File: config.mk
export PLATFORM = sky130hd
export DESIGN_NAME = aavr_ctrl
export DESIGN_NICKNAME = d
export VERILOG_FILES = /design/src/hdl/aavr_pkg.sv /design/src/hdl/aavr_ctrl.sv
export VERILOG_INCLUDE_DIRS = /design/src /design/src/hdl
export SDC_FILE = /design/constraint.sdc
export NUM_CORES = 1
export LEC_CHECK = 0
export BUFFER_PORTS_ARGS = -buffer_cell sky130_fd_sc_hd__buf_4
export CORE_MARGIN = 8
export CORE_UTILIZATION = 40
export CTS_CLUSTER_SIZE = 8
export DETAILED_ROUTE_END_ITERATION = 10
export SLEW_MARGIN = 40
export SYNTH_ARGS = -nofsm -noshare
export SYNTH_HDL_FRONTEND = slang
export SYNTH_SLANG_ARGS = --single-unit
File: constraint.sdc
create_clock -name clk -period 2.8 [get_ports clk]
set_input_delay 0.84 -clock clk [delete_from_list [all_inputs] [get_ports clk]]
set_output_delay 0.84 -clock clk [all_outputs]
set_load 0.01 [all_outputs]
File: src/hdl/axis_angle_vector_rotate_defines.svh
// Assertion macros used by the vector rotation control block.
`ifndef AXIS_ANGLE_VECTOR_ROTATE_DEFINES_SVH
`define AXIS_ANGLE_VECTOR_ROTATE_DEFINES_SVH
`ifndef SYNTH
// Check a property on clk, skipped while rst is high.
`define AAVR_ASSERT(lbl, prop, msg) \
  lbl: assert property (@(posedge clk) disable iff (rst) prop) else $error(msg);
// Check a property on clk, reset cycles included.
`define AAVR_ASSERT_RST(lbl, prop, msg) \
  lbl: assert property (@(posedge clk) prop) else $error(msg);
`else
`define AAVR_ASSERT(lbl, prop, msg)
`define AAVR_ASSERT_RST(lbl, prop, msg)
`endif
`endif

File: src/hdl/aavr_pkg.sv
// Package: types, stage map and series constants of the vector rotation pipeline.
`timescale 1ns / 1ps
package aavr_pkg;

  localparam int ANGLE_BITS = 16;

  // Stage map (register stage numbers, 1 based)
  localparam int ST_IN    = 1;
  localparam int ST_X     = 2;
  localparam int ST_X2    = 3;
  localparam int ST_TERM0 = 4;
  localparam int ST_SFIN  = 16;
  localparam int ST_SC    = 18;
  localparam int ST_M1    = 19;
  localparam int ST_M2    = 20;
  localparam int ST_M3    = 21;
  localparam int ST_D1    = 22;
  localparam int ST_D2    = 23;
  localparam int ST_D3    = 24;
  localparam int ST_D4    = 25;
  localparam int N_STAGES = ST_D4;

  typedef logic [N_STAGES:1] stage_en_t;
  typedef logic [30:0] q30_t;
  typedef logic signed [35:0] entry_t;
  typedef logic signed [31:0] comp_t;

  typedef enum logic [1:0] {
    OP_AXIS  = 2'd0,
    OP_ROT_X = 2'd1,
    OP_ROT_Y = 2'd2,
    OP_ROT_Z = 2'd3
  } op_t;

  localparam q30_t ONE_Q30 = 31'h4000_0000;
  localparam logic [32:0] TWO_PI_Q30 = 33'd6746518852;

  localparam int N_SIN_TERMS = 4;
  localparam int N_COS_TERMS = 5;
  localparam logic [6:0] SIN_DIV [N_SIN_TERMS] = '{7'd72, 7'd42, 7'd20, 7'd6};
  localparam logic [6:0] COS_DIV [N_COS_TERMS] = '{7'd90, 7'd56, 7'd30, 7'd12, 7'd2};
  localparam q30_t SIN_RECIP [N_SIN_TERMS] = '{
    31'(64'd2147483648 / 64'd72), 31'(64'd2147483648 / 64'd42),
    31'(64'd2147483648 / 64'd20), 31'(64'd2147483648 / 64'd6)};
  localparam q30_t COS_RECIP [N_COS_TERMS] = '{
    31'(64'd2147483648 / 64'd90), 31'(64'd2147483648 / 64'd56),
    31'(64'd2147483648 / 64'd30), 31'(64'd2147483648 / 64'd12),
    31'(64'd2147483648 / 64'd2)};

endpackage

File: src/hdl/aavr_ctrl.sv
// Pipeline control: per-stage valid bits and load enables with bubble collapse.
`timescale 1ns / 1ps
`include "axis_angle_vector_rotate_defines.svh"
module aavr_ctrl (
  input  logic                clk,
  input  logic                rst,
  input  logic                in_valid,
  input  logic                out_ready,
  output logic                in_ready,
  output logic                out_valid,
  output aavr_pkg::stage_en_t en
);
  import aavr_pkg::*;

  stage_en_t valid;
  stage_en_t full;

  // A stage loads when some stage at or after it is empty, or the output drains
  always_comb begin
    for (int k = 1; k <= N_STAGES; k++) begin
      full  = valid | ~(stage_en_t'('1) << (k - 1));
      en[k] = out_ready || !(&full);
    end
  end

  assign in_ready  = en[1];
  assign out_valid = valid[N_STAGES];

  // Advance valid bits with the data
  always_ff @(posedge clk) begin
    if (rst) begin
      valid <= '0;
    end else begin
      if (en[1]) valid[1] <= in_valid;
      for (int k = 2; k <= N_STAGES; k++) begin
        if (en[k]) valid[k] <= valid[k-1];
      end
    end
  end

  `AAVR_ASSERT(a_bubble_ready, !(&valid) |-> in_ready, "request refused with a bubble in the pipe")
  `AAVR_ASSERT(a_count, !$past(rst) |-> ($countones(valid) == $countones($past(valid)) + 32'($past(in_valid && in_ready)) - 32'($past(out_valid && out_ready))), "request count lost or duplicated")
  `AAVR_ASSERT_RST(a_rst_clear, rst |=> (valid == '0), "valid bits not cleared by reset")

endmodule

After elaboration in Yosys (flattened, before gate mapping):

Index checks and enable logic that the tools add are counted.

* flip-flop bits (word level): 25

* reductions and logical operators: 74

Operators by type and width (number)
* logical NOT 1 bit: 25
* logical OR 1 bit: 25
* AND reduction 25 bit: 1
* AND reduction 24 bit: 1
* AND reduction 23 bit: 1
* AND reduction 22 bit: 1
* AND reduction 21 bit: 1
* AND reduction 20 bit: 1
* AND reduction 19 bit: 1
* AND reduction 18 bit: 1
* AND reduction 17 bit: 1
* AND reduction 16 bit: 1
* AND reduction 15 bit: 1
* AND reduction 14 bit: 1
* AND reduction 13 bit: 1
* AND reduction 12 bit: 1
* AND reduction 11 bit: 1
* AND reduction 10 bit: 1
* AND reduction 9 bit: 1
* AND reduction 8 bit: 1
* AND reduction 7 bit: 1
* AND reduction 6 bit: 1
* AND reduction 5 bit: 1
* AND reduction 4 bit: 1
* other kinds (2): 2

Depth between registers and ports, before layout:

* depth in word-level cells: 3
* gate-level depth with buffers: 6

Worst setup path before layout:

Ideal clock, no wire load.

* path kind: input to output
* start point: input port out_ready
* end point: output port en[3]
* required time: 1.960 ns
* buffers on the path: 0
* arrival time: 1.762 ns
* setup slack: 0.198 ns
* stages: 5
* path through: nor2b_4 inv_6 or3_1 nor3_2 nand2_1

* longest elaborated chain between the ends: 1

RTL lines
* start: declaration: RTL line aavr_ctrl.sv:8 `input logic out_ready,`
* logical OR 1 bit: RTL line aavr_ctrl.sv:22 `en[k] = out_ready || !(&full);`
* end: declaration: RTL line aavr_ctrl.sv:11 `output aavr_pkg::stage_en_t en`

Every way passes these cells.

Worst setup path in the final report:

* start point: input port out_ready
* end point: output port en[16]

Same word-level chain as after synthesis.

==> results.cfg <==
[power_and_ir_drop]
switching_power_total_mw = 0.1129
cellPowerDensity_nw_per_um2 = 346.2
sequential_group_share_of_total_power = 0.679
vdd_ir_drop_max_mv = 0.3898
cell_internal_pwr_mw = 0.4160
combPwrFrac = 0.023
p_total_mw = 0.5289
switching_share = 0.2135
p_leak_nw = 0.6404
pwr-share-clk = 0.297

[clock_tree]
ctsHoldBuffers = 0
clock_pin_transition_on_the_worst_setup_and_hold_timing_paths_ps = 130
ctsHtreeMaxLevel = 1
tritoncts = built
clock_tree.root_cell = sky130_fd_sc_hd__clkbuf_4
clk-insertion-delay-late_ps = 310
clock_sinks = 25
cts-buffers-inserted = 3
clock_tree.buffer_depth = 2

[logic_synthesis]
postSynthRegisterBits = 25
synth_cell_type_count = 29
synth_top_cell_area_share = 0.4430
ys.flop_type = sky130_fd_sc_hd__dfxtp_1
post_synth_instance_area_um2 = 1130
synth_edf_count = 0
syn-instance-count = 129
ys_seq_area_frac = 0.4430
synthArstFlopShare = 0
netlist.top_cell.by_area = sky130_fd_sc_hd__dfxtp_1
synthesis.nets = 133
syn_area_per_cell_um2 = 8.758
synth.top_cells.by_area = sky130_fd_sc_hd__dfxtp_1 44%, sky130_fd_sc_hd__nor2_1 7.0%, sky130_fd_sc_hd__a21oi_1 6.6%
yosysWarnings = 0

[place]
io_buffers = 30
dp_hpwl_um = 1867
place_worst_setup_slack_ps = -50.27
placement.cell_area_um2 = 1430
place.gp.congestion = 0.7358

[global_routing]
grt_use_met1 = 0.1160
grt_first_pass_wirelength_um = 4271
grt.busiest_layer = met2
maximum_number_of_pins_on_one_net_before_global_route_repair = 26
use_met2 = 0.1670
number_of_global_route_vias_before_repair = 984
gr-usage-all-layers = 0.1017
grt_overflow_total = 0
grt_util_met3 = 0.04578
number_of_antenna_violations_at_the_first_check_in_global_routing = 0

[status]
run_status = completed

[timing]
post-route-min-period_ps = 2733
totalNegativeSetupSlack_ps = 0
max_slew.worst_pin.slew_ps = 358.9
max-slew-margin-rel = 0.7589
setup_repair_after_global_routing_missed_its_margin = no
fin_skew_ps = 1.817
hold_viol_final = 0
setup_viol = 0
final-max-slew-violation-count = 0
maxClockFrequency_mhz = 365.9
fin_ws_ps = 67.02
final_clock_period_utilization_by_the_worst_path = 0.9761

[detailed_routing]
route.detailed.drc = 0
antenna_violating_nets_post_route = 0
detailroute.via_count = 999
detail_route.vias_per_cell = 5.020
drt_iter0_drc = 52
routed_wire_length_per_instance_um = 12.76
drt_pre_antenna_iters = 4
postRouteWirelength_um = 2540

[worst_setup_path]
crit_required_ps = 1960
worst_setup_path_startpoint = out_ready
crit_chain = buf_6, nor2b_4, inv_6, buf_12, nor3_4, buf_4, clkbuf_16, inv_2, buf_4
path_class = in -> out
crit_top_cell = sky130_fd_sc_hd__buf_4
setup.worst_path.end_class = primary output
worst-endpoint-arrival_ps = 1890
critical_path.max_fanout = 7
timing.rr.start = valid[19]$_SDFFE_PP0P_
critPathLaunchType = primary input
cp_slowest_stage_delay_ps = 180
crit_slowest_cell = sky130_fd_sc_hd__nor3_4

[finish]
max_flop_register = valid
fill_cells = 252
stdcell_area_um2 = 1528
final_layout_size_suffix_gt1_frac = 0.3810
final_core_utilization = 0.5637
num_antenna_cells = 0
most-common-layout-cells = 34 x sky130_fd_sc_hd__buf_4, 25 x sky130_fd_sc_hd__dfxtp_1, 21 x sky130_fd_sc_hd__nor2_1, 15 x sky130_fd_sc_hd__a21oi_1, 14 x sky130_fd_sc_hd__inv_1
leading_cell_type_in_the_layout_fill_and_taps_excluded = sky130_fd_sc_hd__buf_4
top_regs = valid x25
area_growth_syn_to_layout_pct = 35.22
num-nets-final = 173
largest_register_ffs = 25

[floorplan]
floorplan.rows = 19
initial_utilization = 0.4169
die_x_um = 69.15
pin_count = 31
design.die.area_um2 = 4781
core_area_um2 = 2710
die_h_um = 69.15

[worst_hold_path]
hp-start = valid[3]$_SDFFE_PP0P_
hp-class = reg -> reg

[run]
maxCapViolCount = 0
## power by group through the flow
| stage | sequential (mW) | combinational (mW) | clock, mW |
|---|---|---|---|
| 6_report | 0.359 | 0.0124 | 0.157 |
| 5_1_grt | 0.360 | 0.0136 | 0.183 |
| 4_1_cts | 0.359 | 0.0125 | 0.167 |
| 3_5_place_dp | 0.367 | 0.0120 | 0 |
| 3_3_place_gp | 0.367 | 0.0119 | 0 |
| 2_1_floorplan | 0.367 | 0.00853 | 0 |
## per-stage QoR
stage / instances / hold slack (ps)
final: 199 / 461.1
after global routing: 199 / 477.5
after CTS: 195 / 461.9
after detailed placement: 191 / 443.3
after global placement: 191 / 436.1
after floorplan: 129 / 425.4
## repair_timing
action / CTS / global route
setup endpoints to repair: 6 / 6
setup buffers: 0 / 3
pin swaps: 5 / 2
cloned: 0 / 1
resized for setup: 5 / 0
## metal layers
layer	vias to the layer above	part of all wire
met5	-	0
met3	4	0.060
met4	0	0.0067
li1	511	-
met1	458	0.46
met2	26	0.47
## Yosys cell counts, types with 2 or more instances
cell,number
sky130_fd_sc_hd__nand3_1,5
sky130_fd_sc_hd__a31oi_1,3
sky130_fd_sc_hd__inv_1,14
sky130_fd_sc_hd__nand4_1,5
sky130_fd_sc_hd__nor3_1,2
sky130_fd_sc_hd__dfxtp_1,25
sky130_fd_sc_hd__nand3_2,2
sky130_fd_sc_hd__nor4_4,2
sky130_fd_sc_hd__and2_1,2
sky130_fd_sc_hd__and3_2,2
sky130_fd_sc_hd__clkbuf_1,2
sky130_fd_sc_hd__a21oi_1,15
sky130_fd_sc_hd__nor2_1,21
sky130_fd_sc_hd__nand4_2,2
sky130_fd_sc_hd__nand2_1,10
sky130_fd_sc_hd__a21oi_2,2
sky130_fd_sc_hd__nand4_4,2
sky130_fd_sc_hd__buf_4,2
## worst max-delay path, delay by kind of cell
family | cells | cell delay [ps]
simple gates | 2 | 330
buf+inv | 7 | 730
## logic make-up (layout without fill, tap and decap cells)
group | count (synthesis) | count (layout) | synth area share
DFF | 25 | 25 | 0.4430
AOI/OAI and AO/OA | 20 | 20 | 0.09856
buffers and inverters | 21 | 60 | 0.08748
and+or+nand+nor | 63 | 63 | 0.3710
## worst paths after layout
check	to	slack, ps	cells past startpoint
max reg2reg	valid[10]$_SDFFE_PP0P_	1220	7
min reg2reg	valid[4]$_SDFFE_PP0P_	460	2
max	en[16]	70	9
min	valid[4]$_SDFFE_PP0P_	460	2
## layout make-up
type,count,area [µm²],share of cell area
Clock inverter,1,5.005,0.003276
Sequential cell,25,500.5,0.3276
Tap cell,31,38.79,0.02539
Multi-Input combinational cell,83,541.8,0.3546
Inverter,16,65.06,0.04259
Timing Repair Buffer,40,354.1,0.2318
Clock buffer,3,22.52,0.01474
No activity file was read; power rests on OpenSTA's default activity.
